File: src/hdl/brd_pkg.sv
// ----------------------------------------------------------------------------
// brd_pkg
// Section codes, status codes and header layout constants shared by the
// BAM record deframer.
// ----------------------------------------------------------------------------
`default_nettype none

package brd_pkg;

    localparam int HEADER_BYTES = 36;

    localparam logic [5:0]  HDR_LAST     = 6'(HEADER_BYTES - 1);
    localparam logic [31:0] HDR_BODY_OFS = 32'(HEADER_BYTES - 4);

    localparam logic [5:0] HDR_NAME_LEN  = 6'd12;
    localparam logic [5:0] HDR_CIGAR_LO  = 6'd16;
    localparam logic [5:0] HDR_CIGAR_END = 6'd18;
    localparam logic [5:0] HDR_SEQ_LO    = 6'd20;
    localparam logic [5:0] HDR_SEQ_END   = 6'd24;
    localparam logic [5:0] HDR_BLK_END   = 6'd4;

    localparam logic [2:0] SEC_HEADER = 3'd0;
    localparam logic [2:0] SEC_NAME   = 3'd1;
    localparam logic [2:0] SEC_TERM   = 3'd2;
    localparam logic [2:0] SEC_CIGAR  = 3'd3;
    localparam logic [2:0] SEC_SEQ    = 3'd4;
    localparam logic [2:0] SEC_QUAL   = 3'd5;
    localparam logic [2:0] SEC_TAGS   = 3'd6;

    localparam logic [1:0] ST_OK      = 2'd0;
    localparam logic [1:0] ST_TRUNC   = 2'd1;
    localparam logic [1:0] ST_OVERRUN = 2'd2;

    localparam int TDATA_W = 80;
    localparam int TUSER_W = 3;

endpackage

`default_nettype wire

File: src/hdl/bam_record_deframer.sv
// ----------------------------------------------------------------------------
// bam_record_deframer
// Labels a raw BAM alignment record byte stream with section, offset,
// record index and status, one byte per item.
// ----------------------------------------------------------------------------
// One byte is accepted in every cycle in which the output register is empty
// or is being drained; the labelled item appears on the master side in the
// cycle after acceptance. The header fields are captured and the section
// counters stepped in the same cycle the byte is accepted, so throughput is
// one item per clock, with no per-record bubbles, while m_tready holds high.
`default_nettype none

module bam_record_deframer (
    input  wire logic                         aclk,
    input  wire logic                         aresetn,
    input  wire logic                         s_tvalid,
    output logic                              s_tready,
    input  wire logic [7:0]                   s_tdata,  // [7:0] data_byte
    input  wire logic                         s_tlast,  // end_of_buffer
    output logic                              m_tvalid,
    input  wire logic                         m_tready,
    // [7:0] byte_out, [39:8] section_offset, [71:40] record_number,
    // [73:72] status, [79:74] zero
    output logic [brd_pkg::TDATA_W-1:0]       m_tdata,
    output logic [brd_pkg::TUSER_W-1:0]       m_tuser,  // [2:0] section
    output logic                              m_tlast   // record_end
);
    import brd_pkg::*;

    logic [5:0]  hc_reg, hc_next;
    logic [31:0] blk_reg, blk_next;
    logic [7:0]  name_reg, name_next;
    logic [15:0] cig_reg, cig_next;
    logic [31:0] seq_reg, seq_next;
    logic [2:0]  sec_reg, sec_next;
    logic [31:0] sr_reg, sr_next;
    logic [31:0] rr_reg, rr_next;
    logic [31:0] ofs_reg, ofs_next;
    logic [31:0] rec_reg, rec_next;

    logic        out_valid_reg;
    logic [7:0]  out_byte_reg;
    logic [2:0]  out_sec_reg;
    logic [31:0] out_ofs_reg;
    logic        out_end_reg;
    logic [31:0] out_rec_reg;
    logic [1:0]  out_st_reg;

    logic        s_fire;
    logic        in_header;
    logic [2:0]  res_sec;
    logic [31:0] res_ofs;
    logic        res_end;
    logic [1:0]  res_st;
    logic [31:0] rr_dec;
    logic [31:0] sr_dec;
    logic [31:0] seq_half;
    logic        name_nz, cig_nz, seq_nz;
    logic [2:0]  adv_sec;
    logic [31:0] adv_len;
    logic        do_adv;

    assign s_tready  = !out_valid_reg || m_tready;
    assign s_fire    = s_tvalid && s_tready;
    assign in_header = (sec_reg == SEC_HEADER) || (sec_reg > SEC_TAGS);

    always_comb begin
        hc_next   = hc_reg;
        blk_next  = blk_reg;
        name_next = name_reg;
        cig_next  = cig_reg;
        seq_next  = seq_reg;
        sec_next  = sec_reg;
        sr_next   = sr_reg;
        rr_next   = rr_reg;
        ofs_next  = ofs_reg;
        rec_next  = rec_reg;
        res_sec   = sec_reg;
        res_ofs   = ofs_reg;
        res_end   = 1'b0;
        res_st    = ST_OK;
        rr_dec    = (rr_reg != 32'd0) ? rr_reg - 32'd1 : 32'd0;
        sr_dec    = (sr_reg != 32'd0) ? sr_reg - 32'd1 : 32'd0;
        do_adv    = 1'b0;

        if (in_header) begin
            res_sec = SEC_HEADER;
            res_ofs = {26'd0, hc_reg};
            if (hc_reg == 6'd0) begin
                blk_next  = 32'd0;
                name_next = 8'd0;
                cig_next  = 16'd0;
                seq_next  = 32'd0;
            end
            if (hc_reg < HDR_BLK_END) begin
                blk_next = blk_next | ({24'd0, s_tdata} << {hc_reg[1:0], 3'd0});
            end else if (hc_reg == HDR_NAME_LEN) begin
                name_next = s_tdata;
            end else if (hc_reg >= HDR_CIGAR_LO && hc_reg < HDR_CIGAR_END) begin
                cig_next = cig_next | ({8'd0, s_tdata} << {hc_reg[0], 3'd0});
            end else if (hc_reg >= HDR_SEQ_LO && hc_reg < HDR_SEQ_END) begin
                seq_next = seq_next | ({24'd0, s_tdata} << {hc_reg[1:0], 3'd0});
            end
            hc_next = hc_reg + 6'd1;
            if (hc_reg >= HDR_LAST) begin
                hc_next = 6'd0;
                rr_next = (blk_next >= HDR_BODY_OFS) ? blk_next - HDR_BODY_OFS : 32'd0;
                do_adv  = 1'b1;
                if (rr_next == 32'd0) begin
                    res_end = 1'b1;
                    res_st  = ST_OVERRUN;
                end
            end
        end else begin
            rr_next = rr_dec;
            if (sec_reg < SEC_TAGS) begin
                sr_next = sr_dec;
                if (sr_dec == 32'd0) begin
                    do_adv = 1'b1;
                end else begin
                    ofs_next = ofs_reg + 32'd1;
                end
            end else begin
                ofs_next = ofs_reg + 32'd1;
            end
        end

        // pick the next non-empty section
        name_nz  = name_next > 8'd1;
        cig_nz   = cig_next != 16'd0;
        seq_nz   = seq_next != 32'd0;
        seq_half = {1'b0, seq_next[31:1]} + {31'd0, seq_next[0]};
        adv_sec  = SEC_TAGS;
        case (res_sec)
            SEC_HEADER: adv_sec = name_nz ? SEC_NAME : SEC_TERM;
            SEC_NAME:   adv_sec = SEC_TERM;
            SEC_TERM:   adv_sec = cig_nz ? SEC_CIGAR : (seq_nz ? SEC_SEQ : SEC_TAGS);
            SEC_CIGAR:  adv_sec = seq_nz ? SEC_SEQ : SEC_TAGS;
            SEC_SEQ:    adv_sec = SEC_QUAL;
            default:    adv_sec = SEC_TAGS;
        endcase
        case (adv_sec)
            SEC_NAME:  adv_len = {24'd0, name_next - 8'd1};
            SEC_TERM:  adv_len = 32'd1;
            SEC_CIGAR: adv_len = {14'd0, cig_next, 2'd0};
            SEC_SEQ:   adv_len = seq_half;
            SEC_QUAL:  adv_len = seq_next;
            default:   adv_len = 32'd0;
        endcase
        if (do_adv) begin
            sec_next = adv_sec;
            sr_next  = adv_len;
            ofs_next = 32'd0;
        end

        if (!in_header && rr_dec == 32'd0) begin
            res_end = 1'b1;
            res_st  = (sec_next < SEC_TAGS) ? ST_OVERRUN : ST_OK;
        end

        if (res_end || s_tlast) begin
            if (!res_end) begin
                res_st = ST_TRUNC;
            end
            hc_next  = 6'd0;
            sec_next = SEC_HEADER;
            sr_next  = 32'd0;
            rr_next  = 32'd0;
            ofs_next = 32'd0;
            rec_next = rec_reg + 32'd1;
        end
    end

    always_ff @(posedge aclk) begin
        if (!aresetn) begin
            hc_reg   <= 6'd0;
            blk_reg  <= 32'd0;
            name_reg <= 8'd0;
            cig_reg  <= 16'd0;
            seq_reg  <= 32'd0;
            sec_reg  <= SEC_HEADER;
            sr_reg   <= 32'd0;
            rr_reg   <= 32'd0;
            ofs_reg  <= 32'd0;
            rec_reg  <= 32'd0;
        end else if (s_fire) begin
            hc_reg   <= hc_next;
            blk_reg  <= blk_next;
            name_reg <= name_next;
            cig_reg  <= cig_next;
            seq_reg  <= seq_next;
            sec_reg  <= sec_next;
            sr_reg   <= sr_next;
            rr_reg   <= rr_next;
            ofs_reg  <= ofs_next;
            rec_reg  <= rec_next;
        end
    end

    always_ff @(posedge aclk) begin
        if (!aresetn) begin
            out_valid_reg <= 1'b0;
        end else if (s_fire) begin
            out_valid_reg <= 1'b1;
        end else if (m_tready) begin
            out_valid_reg <= 1'b0;
        end
    end

    always_ff @(posedge aclk) begin
        if (s_fire) begin
            out_byte_reg <= s_tdata;
            out_sec_reg  <= res_sec;
            out_ofs_reg  <= res_ofs;
            out_end_reg  <= res_end;
            out_rec_reg  <= rec_reg;
            out_st_reg   <= res_st;
        end
    end

    assign m_tvalid = out_valid_reg;
    assign m_tdata  = {6'd0, out_st_reg, out_rec_reg, out_ofs_reg, out_byte_reg};
    assign m_tuser  = out_sec_reg;
    assign m_tlast  = out_end_reg;

    a_end_not_trunc: assert property (@(posedge aclk) disable iff (!aresetn)
        m_tvalid && m_tlast |-> m_tdata[73:72] != ST_TRUNC)
        else $error("record end carries truncated status");

    a_overrun_ends: assert property (@(posedge aclk) disable iff (!aresetn)
        m_tvalid && m_tdata[73:72] == ST_OVERRUN |-> m_tlast)
        else $error("overrun status without record end");

    a_hc_in_header: assert property (@(posedge aclk) disable iff (!aresetn)
        hc_reg != 6'd0 |-> sec_reg == SEC_HEADER)
        else $error("header count running outside header");

    a_body_has_bytes: assert property (@(posedge aclk) disable iff (!aresetn)
        sec_reg >= SEC_NAME && sec_reg <= SEC_TAGS |-> rr_reg != 32'd0)
        else $error("body section with no record bytes left");

    a_rec_hold: assert property (@(posedge aclk) disable iff (!aresetn)
        s_fire && !res_end && !s_tlast |=> $stable(rec_reg))
        else $error("record index moved inside a record");

endmodule

`default_nettype wire

File: config.mk
export PLATFORM = sky130hd
export DESIGN_NAME = bam_record_deframer
export DESIGN_NICKNAME = d
export VERILOG_FILES = /design/src/hdl/brd_pkg.sv /design/src/hdl/bam_record_deframer.sv
export SDC_FILE = /design/constraint.sdc
export NUM_CORES = 1
export LEC_CHECK = 0
export BUFFER_PORTS_ARGS = -buffer_cell sky130_fd_sc_hd__buf_2
export CORE_MARGIN = 2
export CORE_UTILIZATION = 42
export DETAILED_ROUTE_END_ITERATION = 10
export GPL_ROUTABILITY_DRIVEN = 0
export SLEW_MARGIN = 10
export SYNTH_ARGS = -nofsm -noshare
export SYNTH_HDL_FRONTEND = slang
export SYNTH_SLANG_ARGS = --single-unit
File: constraint.sdc
create_clock -name aclk -period 5.63 [get_ports aclk]
set_clock_uncertainty 0.2 [all_clocks]
set_input_delay 1.126 -clock aclk [delete_from_list [all_inputs] [get_ports aclk]]
set_output_delay 1.126 -clock aclk [all_outputs]
set_load 0.1 [all_outputs]
; ---- Yosys cells after proc, flatten, opt, wreduce, memory -nomap -nowiden
; Cells that the tools add are included.
[word_totals]
ff_bits = 304
in_bits = 13
output_inout_bits = 86
wordCells = 148
[op_classes]
add_sub_neg = 8
magnitude_cmp = 11
n_eq_ne = 13
n_shift = 2
mux = 65
bitwise = 3
reduce_logical = 28
[op_table]
columns = operator, count
row1 = 32-bit two-way mux, 26
row2 = 32-bit case mux with 5 select lines, 1
row3 = 32-bit logical NOT, 3
row4 = 16-bit two-way mux, 6
row5 = 32-bit nonzero test, 3
row6 = 32-bit by 1-bit adder with 32-bit output (second input constant), 2
row7 = 32-bit OR, 2
row8 = 32-bit by 1-bit subtractor with 32-bit output (second input constant), 2
row9 = 31-bit by 1-bit adder with 32-bit output, 1
row10 = 32-bit by 6-bit >= comparator with 1-bit output (second input constant), 1
row11 = 8-bit two-way mux, 4
row12 = 8-bit by 5-bit << shifter with 32-bit output, 1
row13 = 32-bit by 6-bit subtractor with 32-bit output (second input constant), 1
row14 = 6-bit two-way mux, 4
row15 = 2-bit two-way mux, 9
row16 = 16-bit OR, 1
row17 = 16-bit nonzero test, 1
row18 = 8-bit by 4-bit << shifter with 16-bit output, 1
row19 = 3-bit case mux with 5 select lines, 1
row20 = 3-bit by 2-bit equality test with 1-bit output (second input constant), 4
row21 = 6-bit by 5-bit >= comparator with 1-bit output (second input constant), 2
row22 = 6-bit by 5-bit < comparator with 1-bit output (second input constant), 2
row23 = 3-bit two-way mux, 4
row24 = 1-bit two-way mux, 10
row25 = other kinds (21), 38

; ---- Logic depth before layout (Yosys ltp)
; Gate-level depths: netlist (run 1).
[depth]
ltp_word = 19
mapped_depth = 22
depth_no_buf = 17

; ---- Worst setup path after synthesis (run 1)
; No wires, ideal clock.
[synth_path]
path_kind = input-to-reg
startpoint = input port m_tready
endpoint = register out_end_reg, in the netlist m_tlast (enable)
setup_time_ps = 473
t_arrival_ps = 5134
t_required_ps = 4957
setup_slack_ps = -177
stages = 6
n_path_buf = 3
path_cell_list = nand2b_1 nand2_1 clkbuf_1 clkinv_1 clkbuf_1 clkbuf_1
[synth_between]
elab_chain_cells = 2
[synth_rtl]
columns = item, line
row1 = "start, declared", bam_record_deframer.sv:21  ; input wire logic m_tready,
row2 = 1-bit logical OR, bam_record_deframer.sv:63  ; assign s_tready = !out_valid_reg || m_tready;
row3 = 1-bit logical AND, bam_record_deframer.sv:64  ; assign s_fire = s_tvalid && s_tready;
row4 = via s_fire, bam_record_deframer.sv:49  ; logic s_fire;
row5 = "end signal, assigned", bam_record_deframer.sv:215  ; out_end_reg <= res_end;
row6 = "end, declared", bam_record_deframer.sv:45  ; logic out_end_reg;
; The timed path passes the listed nets, and every way through them passes these cells.
; A chain may end at the register's enable or synchronous reset.

; ---- Worst setup path in the final report (run 1)
[layout_path]
startpoint = register hc_reg[3]
endpoint = register sr_reg[4]
[layout_between]
elab_chain_cells = 17
elab_cells_between_ends = 65
classes_between = add/sub (3) / order compare (8) / eq/ne (7) / mux (35) / bitwise (3) / reduce/logical (9)
[layout_rtl]
columns = item, line
row1 = "start, declared", bam_record_deframer.sv:30  ; logic [5:0] hc_reg, hc_next;
row2 = "start signal, assigned", bam_record_deframer.sv:187  ; hc_reg <= hc_next;
row3 = "parallel branches: the longest is 17 deep, another holds 32-bit by 6-bit subtractor with 32-bit output", --
row4 = "end signal, assigned", bam_record_deframer.sv:193  ; sr_reg <= sr_next;
row5 = "end, declared", bam_record_deframer.sv:36  ; logic [31:0] sr_reg, sr_next;
; Several ways; the timed one is not identified. The select of a mux whose other input is x is not followed.

==> results_dict.tcl, run 1 <==
set metrics [dict create \
    fmax_mhz 191 \
    post-route-min-period_ps 5250 \
    cts_tree "built" \
    drt_first_pass_iters 6 \
    fin_util_pct 47.5 \
    dpl.cell_count 2678 \
    synth_cell_type_count 90 \
    die_y_um 210 \
    tightest_slew_ps 1000 \
    cts_root_buf "clkbuf_16" \
    p_sw_share_pct 31.8 \
    rows 75 \
    max_stage_delay_ps 650 \
    reg2reg_slack_ps 380 \
    cp.arrival_ps 5540 \
    p_sw_w 0.00179 \
    critical_path_buf_inv_count 2 \
    slew_headroom_pct 33.2 \
    criticalPathCategory "reg2reg" \
    finalCritPeriodShare_pct 93.2 \
    drive_above_1_share_pct 12.8 \
    ios 99 \
    start_util_pct 42.5 \
    ys.flop_type "dfxtp_1" \
    die-width_um 210 \
    hold_path_depth 0 \
    irDropWorstVdd_mv 0.166 \
    antenna_left 0 \
    setup_viol 0 \
    maxSlewViolCount 0 \
    power_leakage_nw 7.11 \
    rr_endpoint "sr_reg[4]" \
    ys.warnings.count 0 \
    grt_pass1_wl_mm 92.4 \
    postCtsHoldBufs 0 \
    p_clk_share_pct 39.1 \
    globalRouteTotalUtil_pct 26.2 \
    layout_common_cells "nor2_1, dfxtp_1, nand2_1" \
    clock_sinks 304 \
    grt_overflow 0 \
    stdcell_count 2741 \
    drc 0 \
    drv_cap 0 \
    yosysSeqAreaShare_pct 38.5 \
    hold_viol 0 \
    cp-end-kind "flip-flop" \
    grt_max_degree 80 \
    place_ws_ps 289 \
    setup_slack_ps 381 \
    min_to "out_rec_reg[31]" \
    worstPathMaxFanout 17 \
    tns_ps 0 \
    cp-startpoint "hc_reg[3]" \
    p_seq_share_pct 42.1 \
    fin_nets 2201 \
    holdCritPathClass "reg2reg" \
    htree_levels 2 \
    crit_chain "nor4_4 -> nand2_1 -> a32o_1 -> inv_1 -> ha_1 -> inv_1 -> a31o_2 -> nor4_1 -> o221ai_1 -> xnor2_1 -> nand3_1 -> nor4_1 -> a211oi_2 -> a211oi_4 -> and2_1 -> a32o_1" \
    slowest_stage "and2_1" \
    hp-start "rec_reg[31]" \
    powerDensity_nw_per_um2 283 \
    clk_latency_ps 550 \
    r2r-start "hc_reg[3]" \
    worst_hold_slack_ps 261 \
    grt_pass1_vias 16200 \
    syn2layout_area_growth_pct 11.8 \
    ys_seq_elements 304 \
    syn_area_um2 17800 \
    drt-initial-drc-count 2077 \
    core-area_um2 41900 \
    final_common_cell "nor2_1" \
    outcome "finished clean" \
    hpwlAfterDp_mm 40.6 \
    via_per_inst 6.40 \
    start_kind "flip-flop" \
    antenna_found_initial 0 \
    routed-via-count 17600 \
    num_antenna_cells 0 \
    cts.path.max_buffers 3 \
    netlist_instances 2142 \
    wl_mm 58.7 \
    clkTransAtPathRegs_ps 60 \
    rsz0062_at_grt "false" \
    intPower_w 0.00384 \
    synth-edff-count 78 \
    io_buffers 92 \
    post_drt_wl_per_cell_um 21.4 \
    cp_top_family "simple AND/OR/NAND/NOR gates" \
    cp.required_ps 5920 \
    synthArstFlopShare_pct 0 \
    numCtsBuffers 35 \
    r2r.worst_path.cells 16 \
    syn_avg_cell_area_um2 8.32 \
    pwr-share-comb_pct 18.7 \
    dieArea_um2 44100 \
]
-- layer usage --
metal,vias to the layer above,share of wire [%],global-route usage (%)
li1,8177,-,-
met1,8409,44,36.3
met2,814,44,40.1
met3,150,8.5,5.39
met4,0,3.7,10.2
met5,-,0,0
-- final cells by class --
type,count,area [um2]
timing repair buffer,169,1060
inverter,32,128
sequential,304,6870
fill,4040,22000
clock inverter,15,121
clock buffer,48,955
multi-input combinational,1634,10100
tap,539,674
-- cell families (layout without fill, tap and decap cells) --
kind of cell	after synthesis	in the layout	share of synthesized area, %
buf+inv	209	264	4.88
fa+ha+maj	12	12	0.842
other cells	1	6	0.0210
compound gates	625	625	25.0
mux	15	15	0.884
simple gates	881	881	25.2
flops	304	304	38.5
xor+xnor	95	95	4.67
-- power groups by stage --
stage / sequential (W) / clock [W] / combinational, W
finish: 0.00237 / 0.00221 / 0.00106
detailed placement: 0.00242 / 0 / 0.00103
floorplan: 0.00261 / 0 / 0.000566
global placement: 0.00242 / 0 / 0.00103
global route: 0.00238 / 0.00233 / 0.00112
CTS: 0.00237 / 0.00225 / 0.00104
-- worst max path at each step --
stage                       to  cells past startpoint
detailed placement  rr_reg[14]                     12
floorplan           rr_reg[22]                     22
CTS                 rr_reg[14]                     16
global placement     sr_reg[3]                     12
finish               sr_reg[4]                     16
global route         sr_reg[4]                     17
-- synthesized netlist by cell type, types with 9 or more instances --
library cell  count  area [um2]
xor2_1           31         272
and3_1           41         257
a211oi_1         59         443
mux2i_1           9        90.1
a32oi_1          37         324
ha_1             12         150
nand3b_1         10        75.1
a32o_1           20         200
buf_2            29         145
inv_1            31         116
nor4_1           47         294
nor3b_1           9        67.6
or4_1            28         210
nor3_1           78         390
nor2b_1           9        56.3
or3_1            43         269
nor4b_1           9        78.8
or2_2            13        81.3
o22a_1            9        78.8
buf_4            11        82.6
nand2b_1         20         125
a22oi_1          90         676
nand2_1         148         556
o31ai_1          12        90.1
xnor2_1          64         561
clkbuf_1        128         480
o21ai_0          91         455
nand3_1          72         360
a21oi_1         108         541
o32ai_1          10        87.6
a2bb2oi_1        13         114
dfxtp_1         226        4520
a21boi_0         12        90.1
o22ai_1          41         257
a22o_1           15         131
and2_1           20         125
edfxtp_1         78        2340
a31oi_1          14        87.6
a31o_2           10        87.6
nor2_1          264         991
o21a_1           15         113
nand4_1          36         225
-- what timing repair did --
item / CTS / global route
resized for setup: 0 / 2
setup endpoints to repair: 0 / 12
setup buffers: 0 / 0
-- stage by stage --
step	power, W	area, um2
floorplan	0.00318	17800
global placement	0.00344	18900
detailed placement	0.00345	18900
CTS	0.00566	19900
global route	0.00583	19900
finish	0.00564	19900
(Power assumes the default switching activity.)
==> run 2, diff against run 1 <==
--- a/config.mk
+++ b/config.mk
@@ -8,6 +8,7 @@
 export BUFFER_PORTS_ARGS = -buffer_cell sky130_fd_sc_hd__buf_2
 export CORE_MARGIN = 2
 export CORE_UTILIZATION = 42
+export CTS_BUF_LIST = sky130_fd_sc_hd__clkbuf_16
 export DETAILED_ROUTE_END_ITERATION = 10
 export GPL_ROUTABILITY_DRIVEN = 0
 export SLEW_MARGIN = 10
==> results_dict.tcl, run 2 (synthesized netlist as in run 1, its figures left out) <==
set metrics [dict create \
    layout_common_cells "nor2_1, dfxtp_1, nand2_1" \
    rsz0062_at_grt "false" \
    maxSlewViolCount 0 \
    wl_mm 58.7 \
    hp-start "rec_reg[31]" \
    antenna_found_initial 0 \
    clk_latency_ps 560 \
    grt_overflow 0 \
    globalRouteTotalUtil_pct 26.2 \
    crit_chain "nor4_4 -> nand2_1 -> a32o_1 -> inv_1 -> ha_1 -> inv_1 -> a31o_2 -> nor4_1 -> o221ai_1 -> xnor2_1 -> nand3_1 -> nor4_1 -> a211oi_2 -> a211oi_4 -> and2_1 -> a32o_1" \
    syn2layout_area_growth_pct 11.7 \
    post-route-min-period_ps 5260 \
    cts_root_buf "clkbuf_16" \
    dieArea_um2 44100 \
    slowest_stage "and2_1" \
    fmax_mhz 190 \
    setup_viol 0 \
    fin_nets 2201 \
    grt_pass1_vias 16200 \
    p_total_w 0.00558 \
    core-area_um2 41900 \
    die_y_um 210 \
    tightest_slew_ps 1000 \
    clock_sinks 304 \
    hpwlAfterDp_mm 40.6 \
    routed-via-count 17500 \
    finalCritPeriodShare_pct 93.4 \
    numCtsBuffers 35 \
    drive_above_1_share_pct 12.6 \
    max_stage_delay_ps 640 \
    cp.required_ps 5920 \
    worstPathMaxFanout 17 \
    tns_ps 0 \
    holdCritPathClass "reg2reg" \
    io_buffers 92 \
    powerDensity_nw_per_um2 280 \
    clkTransAtPathRegs_ps 60 \
    fill_cells 4043 \
    post_drt_wl_per_cell_um 21.4 \
    slew_headroom_pct 33.1 \
    htree_levels 2 \
    cp-startpoint "hc_reg[3]" \
    outcome "finished clean" \
    cp-end-kind "flip-flop" \
    via_per_inst 6.38 \
    start_kind "flip-flop" \
    cp.arrival_ps 5550 \
    final_common_cell "nor2_1" \
    cts.path.max_buffers 3 \
    cts_tree "built" \
    rows 75 \
    irDropWorstVdd_mv 0.164 \
    antenna_left 0 \
    criticalPathCategory "reg2reg" \
    start_util_pct 42.5 \
    power_leakage_nw 7.13 \
    die-width_um 210 \
    drt_first_pass_iters 5 \
    postCtsHoldBufs 0 \
    r2r-start "hc_reg[3]" \
    ios 99 \
    hold_viol 0 \
    drc 0 \
    drt-initial-drc-count 2021 \
    drv_cap 0 \
    grt_pass1_wl_mm 92.5 \
    grt_max_degree 80 \
]
## run 2: cell count changes in the layout (fill, tap and decap cells not counted), sizes merged
cell,change
inv,+10
clkbuf,-13
diode,+1
clkinv,+3
## run 2: repair_timing
| action | 4_1_cts | 5_1_grt |
|---|---|---|
| resized for setup | 0 | 2 |
| buffers inserted | 0 | 0 |
| hold endpoints to repair | 0 | 0 |
| endpoints found under the setup margin | 0 | 17 |
## run 2: per-stage QoR
| stage | utilization [%] | instance area (um2) | std cells | hold slack (ps) | setup slack [ps] |
|---|---|---|---|---|---|
| 2_1_floorplan | - | 17800 | 2147 | 221 | 750 |
| 4_1_cts | 47.5 | 19900 | 2741 | 268 | 441 |
| 3_3_place_gp | 45.0 | 18900 | 2678 | 240 | 427 |
| 3_5_place_dp | 45.0 | 18900 | 2678 | 254 | 289 |
| 6_report | 47.5 | 19900 | 2742 | 259 | 370 |
| 5_1_grt | 47.5 | 19900 | 2741 | 277 | 10.7 |
## run 2: final timing paths
path	cells after the start	end	slack (ps)
setup / recovery	16	sr_reg[4]	370
hold / removal	0	out_rec_reg[31]	260
setup reg to reg	16	sr_reg[4]	370
hold reg to reg	0	out_rec_reg[31]	260
## run 2: routing by layer
metal  share of wire (%)  track usage [%]
met3                 8.3             5.47
met4                 3.7             10.3
met5                   0                0
met2                  44             40.1
met1                  44             36.3
## run 2: worst max-delay path: cells and delay by family, from the launching register on
family	cells	cell delay (ps)
compound gates	6	1640
xor+xnor	1	280
fa+ha+maj	1	190
buf+inv	2	140
flops	1	440
simple gates	6	2290
## run 2: cell type report
| cell class | instances | area (um2) | area share (%) |
|---|---|---|---|
| diodes | 1 | 2.50 | 0.0126 |
| well taps | 539 | 674 | 3.39 |
| clock buffers | 35 | 876 | 4.40 |
| inverters | 32 | 128 | 0.641 |
| flip-flops and latches | 304 | 6870 | 34.5 |
| multi-input cells | 1634 | 10100 | 50.9 |
| repair buffers | 169 | 1060 | 5.34 |
| clock inverters | 28 | 170 | 0.855 |
## run 2: report_power, final
part	internal (W)	total, W	switching [W]
sequential	0.00232	0.00237	0.0000586
clock	0.00119	0.00214	0.000959
combinational	0.000282	0.00106	0.000776
total	0.00378	0.00558	0.00179
